===== config.mk =====
export PLATFORM = sky130hd
export DESIGN_NAME = aes_queue
export DESIGN_NICKNAME = d
export VERILOG_FILES = /design/src/aes_pkg.sv /design/src/aes_queue.sv
export SDC_FILE = /design/constraint.sdc
export NUM_CORES = 1
export LEC_CHECK = 0
export ABC_AREA = 1
export BUFFER_PORTS_ARGS = -buffer_cell sky130_fd_sc_hd__buf_2
export CAP_MARGIN = 15
export CORE_AREA = 2 2 315 317
export CTS_BUF_LIST = sky130_fd_sc_hd__clkbuf_4 sky130_fd_sc_hd__clkbuf_8
export CTS_CLUSTER_DIAMETER = 150
export CTS_CLUSTER_SIZE = 40
export DETAILED_ROUTE_END_ITERATION = 7
export DIE_AREA = 0 0 317 319
export GPL_ROUTABILITY_DRIVEN = 0
export PLACE_DENSITY = 0.53
export REMOVE_ABC_BUFFERS = 1
export SETUP_SLACK_MARGIN = 0.4
export SYNTH_ARGS = -nofsm -noshare
export SYNTH_HDL_FRONTEND = slang
export SYNTH_SLANG_ARGS = --single-unit

===== constraint.sdc =====
create_clock -name clk -period 44.2 [get_ports clk]
set_input_delay 2.21 -clock clk [delete_from_list [all_inputs] [get_ports clk]]
set_output_delay 2.21 -clock clk [all_outputs]
set_load 0.03 [all_outputs]

===== src/aes_pkg.sv =====
// ----------------------------------------------------------------------------
// AES-128 CTR package
// Shared types, the S-box and round helpers.
// ----------------------------------------------------------------------------
package aes_pkg;

  localparam int unsigned NumRounds  = 10;
  localparam int unsigned QueueDepth = 2;

  typedef enum logic [1:0] {
    REG_KEY_HIGH = 2'd0,
    REG_KEY_LOW  = 2'd1,
    REG_IV_HIGH  = 2'd2,
    REG_IV_LOW   = 2'd3
  } cfg_reg_t;

  // one classified item handed from the front to the cipher pipeline
  typedef struct packed {
    logic [127:0] ctr;
    logic [127:0] key;
    logic [127:0] data;
    logic [15:0]  mask;
    logic [4:0]   count;
  } job_t;

  function automatic logic [7:0] sbox(input logic [7:0] x);
    logic [7:0] t [256];
    t = '{
    8'h63,8'h7c,8'h77,8'h7b,8'hf2,8'h6b,8'h6f,8'hc5,8'h30,8'h01,8'h67,8'h2b,8'hfe,8'hd7,8'hab,8'h76,
    8'hca,8'h82,8'hc9,8'h7d,8'hfa,8'h59,8'h47,8'hf0,8'had,8'hd4,8'ha2,8'haf,8'h9c,8'ha4,8'h72,8'hc0,
    8'hb7,8'hfd,8'h93,8'h26,8'h36,8'h3f,8'hf7,8'hcc,8'h34,8'ha5,8'he5,8'hf1,8'h71,8'hd8,8'h31,8'h15,
    8'h04,8'hc7,8'h23,8'hc3,8'h18,8'h96,8'h05,8'h9a,8'h07,8'h12,8'h80,8'he2,8'heb,8'h27,8'hb2,8'h75,
    8'h09,8'h83,8'h2c,8'h1a,8'h1b,8'h6e,8'h5a,8'ha0,8'h52,8'h3b,8'hd6,8'hb3,8'h29,8'he3,8'h2f,8'h84,
    8'h53,8'hd1,8'h00,8'hed,8'h20,8'hfc,8'hb1,8'h5b,8'h6a,8'hcb,8'hbe,8'h39,8'h4a,8'h4c,8'h58,8'hcf,
    8'hd0,8'hef,8'haa,8'hfb,8'h43,8'h4d,8'h33,8'h85,8'h45,8'hf9,8'h02,8'h7f,8'h50,8'h3c,8'h9f,8'ha8,
    8'h51,8'ha3,8'h40,8'h8f,8'h92,8'h9d,8'h38,8'hf5,8'hbc,8'hb6,8'hda,8'h21,8'h10,8'hff,8'hf3,8'hd2,
    8'hcd,8'h0c,8'h13,8'hec,8'h5f,8'h97,8'h44,8'h17,8'hc4,8'ha7,8'h7e,8'h3d,8'h64,8'h5d,8'h19,8'h73,
    8'h60,8'h81,8'h4f,8'hdc,8'h22,8'h2a,8'h90,8'h88,8'h46,8'hee,8'hb8,8'h14,8'hde,8'h5e,8'h0b,8'hdb,
    8'he0,8'h32,8'h3a,8'h0a,8'h49,8'h06,8'h24,8'h5c,8'hc2,8'hd3,8'hac,8'h62,8'h91,8'h95,8'he4,8'h79,
    8'he7,8'hc8,8'h37,8'h6d,8'h8d,8'hd5,8'h4e,8'ha9,8'h6c,8'h56,8'hf4,8'hea,8'h65,8'h7a,8'hae,8'h08,
    8'hba,8'h78,8'h25,8'h2e,8'h1c,8'ha6,8'hb4,8'hc6,8'he8,8'hdd,8'h74,8'h1f,8'h4b,8'hbd,8'h8b,8'h8a,
    8'h70,8'h3e,8'hb5,8'h66,8'h48,8'h03,8'hf6,8'h0e,8'h61,8'h35,8'h57,8'hb9,8'h86,8'hc1,8'h1d,8'h9e,
    8'he1,8'hf8,8'h98,8'h11,8'h69,8'hd9,8'h8e,8'h94,8'h9b,8'h1e,8'h87,8'he9,8'hce,8'h55,8'h28,8'hdf,
    8'h8c,8'ha1,8'h89,8'h0d,8'hbf,8'he6,8'h42,8'h68,8'h41,8'h99,8'h2d,8'h0f,8'hb0,8'h54,8'hbb,8'h16};
    return t[x];
  endfunction

  function automatic logic [7:0] xtime(input logic [7:0] x);
    return {x[6:0], 1'b0} ^ (x[7] ? 8'h1b : 8'h00);
  endfunction

  // byte i of a 128-bit block, byte 0 most significant
  function automatic logic [7:0] byte_of(input logic [127:0] v, input int unsigned i);
    return v[127 - 8*i -: 8];
  endfunction

  function automatic logic [127:0] next_key(input logic [127:0] k, input logic [7:0] rc);
    logic [31:0] w [4];
    logic [31:0] t;
    for (int j = 0; j < 4; j++) w[j] = k[127 - 32*j -: 32];
    t = {sbox(w[3][23:16]) ^ rc, sbox(w[3][15:8]), sbox(w[3][7:0]), sbox(w[3][31:24])};
    w[0] = w[0] ^ t;
    w[1] = w[1] ^ w[0];
    w[2] = w[2] ^ w[1];
    w[3] = w[3] ^ w[2];
    return {w[0], w[1], w[2], w[3]};
  endfunction

  function automatic logic [127:0] cipher_round(input logic [127:0] s, input logic last);
    logic [7:0] t [16];
    logic [7:0] a0, a1, a2, a3, al;
    logic [127:0] r;
    for (int c = 0; c < 4; c++)
      for (int q = 0; q < 4; q++)
        t[4*c + q] = sbox(byte_of(s, 4*((c + q) % 4) + q));
    for (int c = 0; c < 4; c++) begin
      a0 = t[4*c]; a1 = t[4*c+1]; a2 = t[4*c+2]; a3 = t[4*c+3];
      al = a0 ^ a1 ^ a2 ^ a3;
      if (!last) begin
        t[4*c]   = a0 ^ al ^ xtime(a0 ^ a1);
        t[4*c+1] = a1 ^ al ^ xtime(a1 ^ a2);
        t[4*c+2] = a2 ^ al ^ xtime(a2 ^ a3);
        t[4*c+3] = a3 ^ al ^ xtime(a3 ^ a0);
      end
    end
    for (int i = 0; i < 16; i++) r[127 - 8*i -: 8] = t[i];
    return r;
  endfunction

endpackage


===== src/aes_queue.sv =====
// ----------------------------------------------------------------------------
// AES job queue
// Small FIFO between the front end and the cipher pipeline.
// ----------------------------------------------------------------------------
module aes_queue
  import aes_pkg::*;
#(
  parameter int unsigned Depth = QueueDepth
) (
  input  logic clk,
  input  logic rst_n,
  input  logic wr_valid,
  output logic wr_ready,
  input  job_t wr_job,
  output logic rd_valid,
  input  logic rd_ready,
  output job_t rd_job
);

  localparam int unsigned AW = (Depth > 1) ? $clog2(Depth) : 1;

  job_t          mem_r [Depth];
  logic [AW-1:0] wp_r, rp_r;
  logic [AW:0]   cnt_r;
  logic          push, pop;

  assign wr_ready = (cnt_r != (AW+1)'(Depth));
  assign rd_valid = (cnt_r != '0);
  assign rd_job   = mem_r[rp_r];
  assign push     = wr_valid && wr_ready;
  assign pop      = rd_valid && rd_ready;

  always_ff @(posedge clk) begin
    if (push) mem_r[wp_r] <= wr_job;
  end

  always_ff @(posedge clk) begin
    if (!rst_n) begin
      wp_r <= '0; rp_r <= '0; cnt_r <= '0;
    end else begin
      if (push) wp_r <= (wp_r == AW'(Depth - 1)) ? '0 : wp_r + 1'b1;
      if (pop)  rp_r <= (rp_r == AW'(Depth - 1)) ? '0 : rp_r + 1'b1;
      cnt_r <= cnt_r + (AW+1)'(push) - (AW+1)'(pop);
    end
  end

endmodule


==> summary.md <==
| Metric | Value |
|---|---|
| Final setup violation count | 0 |
| Placed Area | 34960 um2 |
| PostCTS Resize Cnt | 0 |
| Clock buffer depth | 3 |
| Die width | 317 um |
| Worst EP required | 41.99 ns |
| Worst VDD drop | 37.85 uV |
| Area growth from synthesis to layout | 19.78% |
| Hold Crit Depth | 2 |
| DR WL/cell | 20.77 um |
| Critical Path AT | 4.06 ns |
| Maxcap violations | 0 |
| Number of fill cells | 9314 |
| Detailed Place HPWL | 50720 um |
| Row cnt | 115 |
| Vias in the first global route | 15710 |
| Reg clk slew, reported paths | 0.21 ns |
| Final wirelength | 71000 um |
| Worst Reg-to-Reg Cells | 7 |
| Initial antenna violation count | 28 |
| Status | finished clean |
| Placed Cells | 3366 |
| Normalized max-slew margin | 0.2363 |
| Clk_lat worst skew | 0.73 ns |
| DRT antenna net count | 0 |
| Pleak | 12.69 nW |
| Post-synthesis average cell area | 22.83 um2 |
| CP endpoint kind | primary output |
| Vias per std cell | 4.352 |
| Cells after Synth | 1296 |
| Initial core utilization | 0.3029 |
| PortBufs | 815 |
| CTS tree | yes |
| Most frequent cells in the layout | 815 x buf_2, 810 x edfxtp_1, 405 x mux2_2 |
| Setup total negative slack | 0 ns |
| Htree depth | 1 |
| Register area share after synthesis | 0.8253 |
| Most common cell after layout, fill and taps aside | buf_2 |
| Final min period | 6.268 ns |
| Final hold viol count | 0 |
| First-pass GRT wire length | 99660 um |
| Fin. max-slew vios | 0 |
| Gr ovfl total | 0 |
| Cell Count, Final, Fillers Out | 3418 |
| Post-synth cell types | 12 |
| Area contributors post-synth | edfxtp_1 82%, mux2_2 15%, buf_6 1.5% |
| Clock sink count | 815 |
| Hold slack final | 0.5332 ns |
| GRT Util Overall | 0.1311 |
| Critical path class | reg2out |
| Drt drc | 0 |
| Design area | 35440 um2 |
| Seq cells post-synth | 815 |
| Worst Hold Class | reg2reg |
| Layout cells sized above 1 | 0.6012 |
| Layout Nets | 2515 |
| YS warnings | 0 |
| Post-route clock period utilization | 0.1418 |
| Die height | 319 um |
| Root Driver | clkbuf_8 |
| Worst reg2reg path startpoint | cnt_r[0] |
| Post-synth top area cell | edfxtp_1 |
| Pwr Total | 1.934 mW |
| Starting DRT DRC Count | 933 |
| RSZ-0062 raised after global routing | false |
| Worst Min Path Start | rp_r |
| WHS Endpoint | rp_r |
| Core box area | 97700 um2 |
| Hold buffer count at cts | 0 |
| Crit Reg-Reg Endpoint | mem_r[1][322] |
| Critical Path Fanout Max | 65 |
| Die area | 101100 um2 |
| Worst Setup Start Kind | flip-flop |
| Fmax | 159.5 MHz |
| Setup bufs post-CTS | 0 |
| R2R Setup Slk | 39.52 ns |
| Worst slew pin tran | 1.146 ns |
| Power per cell area | 54.58 nW/um2 |
| Total number of vias | 14880 |
| Worst Skew | 0.04603 ns |
| Num CTS Buffers | 24 |
| Post-synth top area share | 0.8220 |
| DR pass1 iterations | 6 |
| Io pins | 816 |
| Netlist Area Pre-Place | 29590 um2 |
| Pin count of the biggest net entering global routing | 163 |
state kept, by name, summed over array words and instances, names as in the netlist, named ones only:
| signal | flops |
|---|---|
| mem_r | 810 |
| cnt_r | 2 |
| rp_r | 1 |
| wp_r | 1 |
worst max-delay path, cell delays in order, from the launching register on:
cell,delay (ns)
dfxtp_4,0.99
buf_4,0.76
buf_4,0.81
mux2_2,0.43
buf_2,0.19
how the worst max path moves through the flow:
stage / start / slack [ns] / depth (start not counted) / end
floorplan: wr_valid / 23.86 / 2 / mem_r[1][0]
global placement: wr_valid / 37.80 / 6 / mem_r[1][319]
detailed placement: wr_valid / 37.72 / 6 / mem_r[1][319]
CTS: flip-flop / 37.68 / 4 / rd_job[171]
global route: flip-flop / 37.58 / 4 / rd_job[193]
finish: flip-flop / 37.93 / 4 / rd_job[193]
through the flow:
stage | utilization | worst slack, ns
floorplan | - | 23.86
global placement | 0.3578 | 37.80
detailed placement | 0.3578 | 37.72
CTS | 0.3623 | 37.68
global route | 0.3627 | 37.58
finish | 0.3628 | 37.93
cell usage after synthesis:
master / count
xnor2_1: 1
nand2_1: 11
buf_2: 5
nand3_1: 1
mux2_2: 405
edfxtp_1: 810
nor2_1: 9
ha_1: 1
inv_1: 7
dfxtp_1: 5
a21oi_1: 1
buf_6: 40
routing by layer:
layer / vias up / GRT usage / routed length [um]
li1: 6731 / - / -
met1: 7527 / 0.1374 / 24910
met2: 494 / 0.2457 / 38290
met3: 100 / 0.03967 / 5381
met4: 24 / 0.04308 / 2286
met5: - / 0 / 130
kinds of logic after synthesis:
logic type	share of synthesized area
adder cells (fa/ha/maj)	0.0004227
flip-flops	0.8253
AO/OA/AOI/OAI	0.0001690
XOR/XNOR	0.0002960
buffers and inverters	0.01695
AND/OR/NAND/NOR	0.002706
multiplexers	0.1541
layout make-up:
cell class / instances / area [um2] / area share
antenna: 17 / 42.54 / 0.001200
clock buffer: 34 / 411.6 / 0.01161
clock inverter: 1 / 30.03 / 0.0008472
inverter: 7 / 26.28 / 0.0007413
multi-input combinational: 429 / 4682 / 0.1321
sequential: 815 / 24430 / 0.6892
tap: 1287 / 1610 / 0.04543
timing repair buffer: 828 / 4214 / 0.1189
power breakdown:
part	leakage [nW]	internal [mW]	switching, mW	total (mW)
clock network	0.233	0.0611	0.207	0.268
registers	7.61	0.979	0.0279	1.01
logic	4.85	0.209	0.451	0.660
No activity file was read; power rests on OpenSTA's default activity.
