===== config.mk =====
export PLATFORM = sky130hd
export DESIGN_NAME = aes_front
export DESIGN_NICKNAME = d
export VERILOG_FILES = /design/src/aes_pkg.sv /design/src/aes_front.sv
export SDC_FILE = /design/constraint.sdc
export NUM_CORES = 1
export LEC_CHECK = 0
export BUFFER_PORTS_ARGS = -buffer_cell sky130_fd_sc_hd__buf_2
export CELL_PAD_IN_SITES_DETAIL_PLACEMENT = 1
export CELL_PAD_IN_SITES_GLOBAL_PLACEMENT = 1
export CORE_ASPECT_RATIO = 0.6
export CORE_MARGIN = 5
export CORE_UTILIZATION = 34
export CTS_CLUSTER_DIAMETER = 200
export DETAILED_ROUTE_END_ITERATION = 7
export PLACE_DENSITY = 0.85
export SLEW_MARGIN = 40
export SYNTH_ARGS = -nofsm -noshare
export SYNTH_HDL_FRONTEND = slang
export SYNTH_SLANG_ARGS = --single-unit

===== constraint.sdc =====
create_clock -name clk -period 4 [get_ports clk]
set_input_delay 0.2 -clock clk [delete_from_list [all_inputs] [get_ports clk]]
set_output_delay 0.2 -clock clk [all_outputs]
set_load 0.02 [all_outputs]

===== src/aes_pkg.sv =====
// ----------------------------------------------------------------------------
// AES-128 CTR package
// Shared types, the S-box and round helpers.
// ----------------------------------------------------------------------------
package aes_pkg;

  localparam int unsigned NumRounds  = 10;
  localparam int unsigned QueueDepth = 2;

  typedef enum logic [1:0] {
    REG_KEY_HIGH = 2'd0,
    REG_KEY_LOW  = 2'd1,
    REG_IV_HIGH  = 2'd2,
    REG_IV_LOW   = 2'd3
  } cfg_reg_t;

  // one classified item handed from the front to the cipher pipeline
  typedef struct packed {
    logic [127:0] ctr;
    logic [127:0] key;
    logic [127:0] data;
    logic [15:0]  mask;
    logic [4:0]   count;
  } job_t;

  function automatic logic [7:0] sbox(input logic [7:0] x);
    logic [7:0] t [256];
    t = '{
    8'h63,8'h7c,8'h77,8'h7b,8'hf2,8'h6b,8'h6f,8'hc5,8'h30,8'h01,8'h67,8'h2b,8'hfe,8'hd7,8'hab,8'h76,
    8'hca,8'h82,8'hc9,8'h7d,8'hfa,8'h59,8'h47,8'hf0,8'had,8'hd4,8'ha2,8'haf,8'h9c,8'ha4,8'h72,8'hc0,
    8'hb7,8'hfd,8'h93,8'h26,8'h36,8'h3f,8'hf7,8'hcc,8'h34,8'ha5,8'he5,8'hf1,8'h71,8'hd8,8'h31,8'h15,
    8'h04,8'hc7,8'h23,8'hc3,8'h18,8'h96,8'h05,8'h9a,8'h07,8'h12,8'h80,8'he2,8'heb,8'h27,8'hb2,8'h75,
    8'h09,8'h83,8'h2c,8'h1a,8'h1b,8'h6e,8'h5a,8'ha0,8'h52,8'h3b,8'hd6,8'hb3,8'h29,8'he3,8'h2f,8'h84,
    8'h53,8'hd1,8'h00,8'hed,8'h20,8'hfc,8'hb1,8'h5b,8'h6a,8'hcb,8'hbe,8'h39,8'h4a,8'h4c,8'h58,8'hcf,
    8'hd0,8'hef,8'haa,8'hfb,8'h43,8'h4d,8'h33,8'h85,8'h45,8'hf9,8'h02,8'h7f,8'h50,8'h3c,8'h9f,8'ha8,
    8'h51,8'ha3,8'h40,8'h8f,8'h92,8'h9d,8'h38,8'hf5,8'hbc,8'hb6,8'hda,8'h21,8'h10,8'hff,8'hf3,8'hd2,
    8'hcd,8'h0c,8'h13,8'hec,8'h5f,8'h97,8'h44,8'h17,8'hc4,8'ha7,8'h7e,8'h3d,8'h64,8'h5d,8'h19,8'h73,
    8'h60,8'h81,8'h4f,8'hdc,8'h22,8'h2a,8'h90,8'h88,8'h46,8'hee,8'hb8,8'h14,8'hde,8'h5e,8'h0b,8'hdb,
    8'he0,8'h32,8'h3a,8'h0a,8'h49,8'h06,8'h24,8'h5c,8'hc2,8'hd3,8'hac,8'h62,8'h91,8'h95,8'he4,8'h79,
    8'he7,8'hc8,8'h37,8'h6d,8'h8d,8'hd5,8'h4e,8'ha9,8'h6c,8'h56,8'hf4,8'hea,8'h65,8'h7a,8'hae,8'h08,
    8'hba,8'h78,8'h25,8'h2e,8'h1c,8'ha6,8'hb4,8'hc6,8'he8,8'hdd,8'h74,8'h1f,8'h4b,8'hbd,8'h8b,8'h8a,
    8'h70,8'h3e,8'hb5,8'h66,8'h48,8'h03,8'hf6,8'h0e,8'h61,8'h35,8'h57,8'hb9,8'h86,8'hc1,8'h1d,8'h9e,
    8'he1,8'hf8,8'h98,8'h11,8'h69,8'hd9,8'h8e,8'h94,8'h9b,8'h1e,8'h87,8'he9,8'hce,8'h55,8'h28,8'hdf,
    8'h8c,8'ha1,8'h89,8'h0d,8'hbf,8'he6,8'h42,8'h68,8'h41,8'h99,8'h2d,8'h0f,8'hb0,8'h54,8'hbb,8'h16};
    return t[x];
  endfunction

  function automatic logic [7:0] xtime(input logic [7:0] x);
    return {x[6:0], 1'b0} ^ (x[7] ? 8'h1b : 8'h00);
  endfunction

  // byte i of a 128-bit block, byte 0 most significant
  function automatic logic [7:0] byte_of(input logic [127:0] v, input int unsigned i);
    return v[127 - 8*i -: 8];
  endfunction

  function automatic logic [127:0] next_key(input logic [127:0] k, input logic [7:0] rc);
    logic [31:0] w [4];
    logic [31:0] t;
    for (int j = 0; j < 4; j++) w[j] = k[127 - 32*j -: 32];
    t = {sbox(w[3][23:16]) ^ rc, sbox(w[3][15:8]), sbox(w[3][7:0]), sbox(w[3][31:24])};
    w[0] = w[0] ^ t;
    w[1] = w[1] ^ w[0];
    w[2] = w[2] ^ w[1];
    w[3] = w[3] ^ w[2];
    return {w[0], w[1], w[2], w[3]};
  endfunction

  function automatic logic [127:0] cipher_round(input logic [127:0] s, input logic last);
    logic [7:0] t [16];
    logic [7:0] a0, a1, a2, a3, al;
    logic [127:0] r;
    for (int c = 0; c < 4; c++)
      for (int q = 0; q < 4; q++)
        t[4*c + q] = sbox(byte_of(s, 4*((c + q) % 4) + q));
    for (int c = 0; c < 4; c++) begin
      a0 = t[4*c]; a1 = t[4*c+1]; a2 = t[4*c+2]; a3 = t[4*c+3];
      al = a0 ^ a1 ^ a2 ^ a3;
      if (!last) begin
        t[4*c]   = a0 ^ al ^ xtime(a0 ^ a1);
        t[4*c+1] = a1 ^ al ^ xtime(a1 ^ a2);
        t[4*c+2] = a2 ^ al ^ xtime(a2 ^ a3);
        t[4*c+3] = a3 ^ al ^ xtime(a3 ^ a0);
      end
    end
    for (int i = 0; i < 16; i++) r[127 - 8*i -: 8] = t[i];
    return r;
  endfunction

endpackage


===== src/aes_front.sv =====
// ----------------------------------------------------------------------------
// AES CTR front end
// Holds registers and counter, classifies each item into a cipher job.
// ----------------------------------------------------------------------------
module aes_front
  import aes_pkg::*;
(
  input  logic         clk,
  input  logic         rst_n,
  input  logic         cfg_valid,
  output logic         cfg_ready,
  input  logic [1:0]   cfg_index,
  input  logic [63:0]  cfg_data,
  input  logic         in_valid,
  output logic         in_ready,
  input  logic         in_restart,
  input  logic [63:0]  in_data_high,
  input  logic [63:0]  in_data_low,
  input  logic [4:0]   in_valid_bytes,
  output logic         job_valid,
  input  logic         job_ready,
  output job_t         job
);

  logic [63:0]  key_high_r, key_low_r, iv_high_r, iv_low_r;
  logic [127:0] ctr_r, ctr_nxt, ctr_use;
  logic [15:0]  mask;

  assign cfg_ready = 1'b1;
  assign in_ready  = job_ready;
  assign job_valid = in_valid;
  assign ctr_use   = in_restart ? {iv_high_r, iv_low_r} : ctr_r;
  assign ctr_nxt   = ctr_use + 128'd1;

  always_comb begin
    for (int i = 0; i < 16; i++) mask[15 - i] = (5'(i) < in_valid_bytes);
  end

  assign job = '{ctr: ctr_use, key: {key_high_r, key_low_r},
                 data: {in_data_high, in_data_low}, mask: mask, count: in_valid_bytes};

  always_ff @(posedge clk) begin
    if (!rst_n) begin
      key_high_r <= '0; key_low_r <= '0; iv_high_r <= '0; iv_low_r <= '0;
      ctr_r <= '0;
    end else begin
      if (cfg_valid) begin
        unique case (cfg_reg_t'(cfg_index))
          REG_KEY_HIGH: key_high_r <= cfg_data;
          REG_KEY_LOW:  key_low_r  <= cfg_data;
          REG_IV_HIGH:  iv_high_r  <= cfg_data;
          REG_IV_LOW:   iv_low_r   <= cfg_data;
          default: ;
        endcase
      end
      if (in_valid && in_ready) ctr_r <= ctr_nxt;
    end
  end

endmodule


==> impl_metrics.py, run 1 <==
metrics = {
    "clock_network": {
        "clk_path_buf_depth": 3,
        "cts_root_buf": "clkbuf_16",
        "tritoncts": "built",
        "clkLatencyLatePin_ps": 590,
        "h-tree-depth": 2,
        "clkTransAtPathRegs_ps": 70,
        "clock_sink_count": 384,
        "cts_buffers": 42,
    },
    "global_route": {
        "grt_overflow": 0,
        "grt_pass1_vias": 21700,
        "grt_antenna_before_repair": 2,
        "grt_start_max_net_pins": 168,
        "grt_pass1_wl_um": 146000,
        "track_usage": 0.285,
    },
    "outcome": {
        "status": "completed",
    },
    "die": {
        "start_util": 0.343,
        "chipWidth_um": 330,
        "core_area_um2": 60900,
        "design.die.area_um2": 66700,
        "die_y_um": 202,
        "rows": 70,
        "io_pins": 613,
    },
    "yosys": {
        "ys_ff_latch": 384,
        "netlist_area_um2": 20900,
        "ys_seq_area_frac": 0.368,
        "syn-num-nets": 2987,
        "synth_async_sr_flop_share": 0,
        "avgSynthCellArea_um2": 7.51,
        "synth_cell_types": 64,
        "synth_warnings": 0,
        "synth_edf_count": 0,
        "syn_inst": 2781,
        "synth_ff_type": "dfxtp_1",
    },
    "layout": {
        "layout.cells.non_filler": 3896,
        "final_common_cell": "nand2_1",
        "finalInstanceArea_um2": 24900,
        "nFillCells": 7510,
        "final-seq-area_um2": 7690,
        "multiInputGateArea_um2": 11400,
        "fin_util": 0.410,
        "area_growth_pct": 19.4,
        "drive_gt1_frac": 0.206,
        "num-nets-final": 3239,
        "layout_common_cells": "nand2_1, dfxtp_1, buf_2",
    },
    "timing": {
        "layout_setup_ws_ps": 555,
        "finClkSkew_ps": 19.9,
        "finalSetupViolCount": 0,
        "hold_viol_final": 0,
        "slew_viol_final": 0,
        "min_period_over_period": 0.861,
        "rsz0062_at_grt": "false",
        "fmax_mhz": 290,
        "hold-worst-slack_ps": 163,
        "tightest_slew_ps": 914,
        "slew_headroom": 0.387,
        "tns_ps": 0,
        "fin_crit_ps": 3440,
    },
    "flow_run": {
        "cap_violations": 0,
    },
    "route": {
        "drc": 0,
        "ant_nets": 0,
        "avgRoutedWirePerCell_um": 25.7,
        "drtIter0Drc": 2781,
        "wl_um": 100000,
        "drtPass1Iterations": 6,
        "num_vias": 22700,
        "vias_per_cell": 5.84,
    },
    "hold_path": {
        "hold_start": "rst_n",
        "hp-class": "primary input to flop",
        "holdPathStages": 3,
        "hold_end": "ctr_r[87]$_SDFFE_PN0P_",
    },
    "power_and_ir_drop": {
        "ir_drop_mv": 0.232,
        "power.leakage_nw": 9.90,
        "power_switching_mw": 2.55,
        "seqPwrFrac": 0.439,
        "clkPwrFrac": 0.461,
        "p_comb_frac": 0.100,
        "total_power_mw": 9.15,
        "p_per_area_nw_per_um2": 367,
        "p_int_mw": 6.61,
        "switching_share": 0.278,
    },
    "setup_path": {
        "rr_worst_depth": 7,
        "path_max_fanout": 5,
        "startpoint": "iv_low_r[14]$_SDFFE_PN0P_",
        "r2r_slack_ps": 560,
        "arrival_ps": 3920,
        "worstSetupStartpointType": "flop",
        "worstSetupPathType": "flop to flop",
        "r2r-start": "iv_low_r[14]$_SDFFE_PN0P_",
        "end_kind": "flop",
        "worstPathRequired_ps": 4480,
        "r2r-end": "ctr_r[66]$_SDFFE_PN0P_",
    },
    "place": {
        "place_inst": 3752,
        "place_congestion": 1.03,
        "port_buffers": 355,
        "place_area_um2": 22800,
        "dp_slack_ps": 255,
        "dpl.hpwl_um": 75300,
    },
}
registers in the layout, summed over array words and instances, names as in the netlist:
name,count
key_high_r,64
ctr_r,128
iv_low_r,64
key_low_r,64
iv_high_r,64
synth_stat cells, types with 28 or more instances:
| cell | instances | area (um^2) |
|---|---|---|
| nand3b_1 | 50 | 375 |
| mux2_2 | 78 | 878 |
| and3_1 | 28 | 175 |
| clkbuf_1 | 122 | 458 |
| o21ai_0 | 61 | 305 |
| a22oi_1 | 37 | 278 |
| nand4_1 | 91 | 569 |
| a21oi_1 | 299 | 1500 |
| inv_1 | 54 | 203 |
| xnor2_1 | 45 | 394 |
| nand2_1 | 730 | 2740 |
| nor3_1 | 37 | 185 |
| buf_4 | 141 | 1060 |
| mux2i_1 | 55 | 551 |
| dfxtp_1 | 384 | 7690 |
| nor2_1 | 63 | 236 |
| nand3_1 | 228 | 1140 |
routing by layer:
layer / wire [um] / vias up / share of wire / global-route usage
li1: - / 10100 / - / -
met4: 1900 / 2 / 0.019 / 0.0526
met3: 13100 / 122 / 0.13 / 0.108
met5: 65 / - / 0.00065 / 0.00725
met1: 44900 / 11200 / 0.45 / 0.420
met2: 40000 / 1322 / 0.40 / 0.395
worst max-delay path: stages, from the launching register on:
cell	delay, ps
dfxtp_1	470
nand4_1	260
a21boi_0	690
nand4_1	400
nor4b_1	800
nand3_1	190
and3_1	230
a311o_1	300
how the worst max path moves through the flow:
stage               cells after the start                     end  slack [ps]
floorplan                              16  ctr_r[76]$_SDFFE_PN0P_          20
global placement                        8  ctr_r[66]$_SDFFE_PN0P_         410
detailed placement                      8  ctr_r[66]$_SDFFE_PN0P_         250
CTS                                     7  ctr_r[66]$_SDFFE_PN0P_         600
global route                            7  ctr_r[66]$_SDFFE_PN0P_         380
finish                                  7  ctr_r[66]$_SDFFE_PN0P_         560
power by group through the flow:
stage	registers (mW)	clock network [mW]	logic, mW
3_5_place_dp	4.10	0	0.855
5_1_grt	4.02	4.46	0.978
3_3_place_gp	4.09	0	0.837
6_report	4.02	4.22	0.919
2_1_floorplan	4.11	0	0.640
4_1_cts	4.01	4.28	0.907
kinds of logic after synthesis:
family | after synthesis | synth area share
and+or+nand+nor | 1362 | 0.312
AOI/OAI and AO/OA | 487 | 0.137
DFF | 384 | 0.368
buffers and inverters | 356 | 0.0907
muxes | 133 | 0.0684
xor gates and xnor gates | 57 | 0.0239
adders and majority gates | 1 | 0.000599
other | 1 | 0.000180
area by class of cell:
type	count	area share
inverter	54	0.00843
clock inverter	26	0.0134
clock buffer	52	0.0444
timing repair buffer	510	0.128
antenna	1	0.000100
tap	828	0.0415
sequential	384	0.308
multi-input combinational	2041	0.456
repair_timing:
item	CTS	global route
hold buffers	64	0
resized for setup	0	0
hold endpoints to repair	256	0
setup buffers	0	0
No activity file was read; power rests on OpenSTA's default activity.
==> run 2, diff against run 1 <==
- BUFFER_PORTS_ARGS: -buffer_cell sky130_fd_sc_hd__buf_2 -> unset
- CAP_MARGIN: unset -> 20
- CORE_UTILIZATION: 34 -> 35
- DONT_BUFFER_PORTS: unset -> 1
- MAX_ROUTING_LAYER: unset -> met4
- PLACE_DENSITY: 0.85 -> 0.74
==> run 2 against run 1 <==
Clock skew up 16 ps. Largest power group unchanged. Setup slack got worse by 150 ps. Clock-buffer cell count is 5 lower. Design area shrank 6.9%. Largest cell class unchanged.
==> impl_metrics.py, run 2 (synthesized netlist as in run 1, its figures left out) <==
metrics = {
    "outcome": {
        "status": "completed",
    },
    "layout": {
        "multiInputGateArea_um2": 11400,
        "largest_reg_flops": 128,
        "area_growth_pct": 11.2,
        "nFillCells": 7112,
        "fin_util": 0.393,
        "layout_common_cells": "nand2_1, dfxtp_1, a21oi_1",
        "top_register": "ctr_r",
        "drive_gt1_frac": 0.100,
        "num-nets-final": 2873,
        "final-seq-area_um2": 7690,
        "final_common_cell": "nand2_1",
    },
    "global_route": {
        "grt_pass1_wl_um": 147000,
        "grt_start_max_net_pins": 303,
        "track_usage": 0.308,
        "grt_overflow": 0,
        "grt_antenna_before_repair": 7,
        "grt_pass1_vias": 21300,
    },
    "setup_path": {
        "r2r_slack_ps": 650,
        "critPathSlowestCell": "a22oi_1",
        "cp_slowest_stage_delay_ps": 760,
        "r2r-end": "ctr_r[66]$_SDFFE_PN0P_",
        "crit_chain": "nand3b_1, a22oi_1, nand4_1, buf_4, nor4b_1, buf_4, nand3_2, and3_1, or3_1",
        "arrival_ps": 4070,
        "worstSetupPathType": "primary input to flop",
        "rr_worst_depth": 9,
        "cpMostUsedCell": "buf_4",
        "worstSetupStartpointType": "primary input",
        "path_max_fanout": 302,
        "r2r-start": "ctr_r[0]$_SDFFE_PN0P_",
        "end_kind": "flop",
        "startpoint": "in_restart",
        "crit_end": "ctr_r[127]$_SDFFE_PN0P_",
        "worstPathRequired_ps": 4480,
    },
    "flow_run": {
        "cap_violations": 0,
    },
    "clock_network": {
        "clock_sink_count": 384,
        "cts_root_buf": "clkbuf_16",
        "clkLatencyLatePin_ps": 590,
        "post_cts_buffers": 0,
        "clk_path_buf_depth": 3,
        "hold_buffers": 67,
        "clkTransAtPathRegs_ps": 70,
        "cts_buffers": 42,
        "cts_resized": 0,
        "h-tree-depth": 2,
        "tritoncts": "built",
    },
    "timing": {
        "rsz0062_at_grt": "false",
        "slew_viol_final": 0,
        "hold-worst-slack_ps": 32.7,
        "fin_crit_ps": 3590,
        "fmax_mhz": 279,
        "min_period_over_period": 0.897,
        "finalSetupViolCount": 0,
        "slew_headroom": 0.106,
        "layout_setup_ws_ps": 410,
        "hold_viol_final": 0,
        "tightest_slew_ps": 1340,
        "tns_ps": 0,
        "finClkSkew_ps": 36.1,
    },
    "place": {
        "place_congestion": 1.04,
        "port_buffers": 0,
        "dp_slack_ps": 765,
        "dpl.hpwl_um": 74400,
    },
    "route": {
        "num_vias": 21600,
        "drtPass1Iterations": 6,
        "ant_nets": 0,
        "wl_um": 102000,
        "vias_per_cell": 6.19,
        "drtIter0Drc": 2268,
        "avgRoutedWirePerCell_um": 29.3,
        "drc": 0,
    },
    "die": {
        "chipWidth_um": 325,
        "design.die.area_um2": 64800,
        "core_area_um2": 59100,
        "io_pins": 613,
        "start_util": 0.353,
        "die_y_um": 199,
        "rows": 69,
    },
    "power_and_ir_drop": {
        "power.leakage_nw": 8.15,
        "total_power_mw": 9.37,
        "p_per_area_nw_per_um2": 404,
        "ir_drop_mv": 0.306,
    },
    "hold_path": {
        "holdPathStages": 4,
        "hp-class": "primary input to flop",
    },
}
-- run 2: cell types whose count changed in the layout (fill, tap and decap cells not counted), sizes merged, moves of 2 or more --
cell / change
diode: +4
buf: -369
inv: -7
bufinv: +6
dlygate4sd3: +2
clkbuf: -4
clkinv: +4
-- run 2: metal layers --
metal,track usage,wire length [um],part of all wire,vias up
met5,-,0,0,-
met4,0.0744,2610,0.026,0
met3,0.127,13400,0.13,165
li1,-,-,-,9429
met1,0.414,44700,0.44,10800
met2,0.431,41400,0.41,1221
-- run 2: power breakdown --
part	leakage, nW	switching [mW]	internal (mW)	total (mW)
sequential	3.11	0.150	3.92	4.07
combinational	4.26	0.491	0.208	0.699
clock	0.772	1.83	2.78	4.61
total	8.15	2.47	6.91	9.37
-- run 2: worst max-delay path: cells and delay by family --
family	cells	cell delay, ps
AOI/OAI and AO/OA	1	760
buffers and inverters	2	430
and+or+nand+nor	6	2030
-- run 2: how the worst min path moves through the flow --
| stage | from | endpoint | slack, ps |
|---|---|---|---|
| 2_1_floorplan | cfg_data[59] | iv_high_r[59]$_SDFFE_PN0P_ | 340 |
| 3_3_place_gp | cfg_data[17] | key_high_r[17]$_SDFFE_PN0P_ | 340 |
| 3_5_place_dp | cfg_data[13] | key_high_r[13]$_SDFFE_PN0P_ | 350 |
| 4_1_cts | in_restart | ctr_r[65]$_SDFFE_PN0P_ | 3 |
| 5_1_grt | cfg_index[1] | iv_high_r[10]$_SDFFE_PN0P_ | 50 |
| 6_report | cfg_index[1] | iv_high_r[10]$_SDFFE_PN0P_ | 30 |
-- run 2: per-stage QoR --
stage	cell area (um^2)	instances
2_1_floorplan	20900	2781
6_report	23200	3486
4_1_cts	23100	3477
3_5_place_dp	20800	3333
3_3_place_gp	20800	3330
5_1_grt	23200	3485
-- run 2: cell type report --
cell class	instances	area share
inverter	54	0.00905
multi-input combinational	2041	0.490
sequential	384	0.331
clock buffer	47	0.0474
tap	781	0.0421
timing repair buffer	144	0.0584
antenna	5	0.000539
clock inverter	30	0.0213
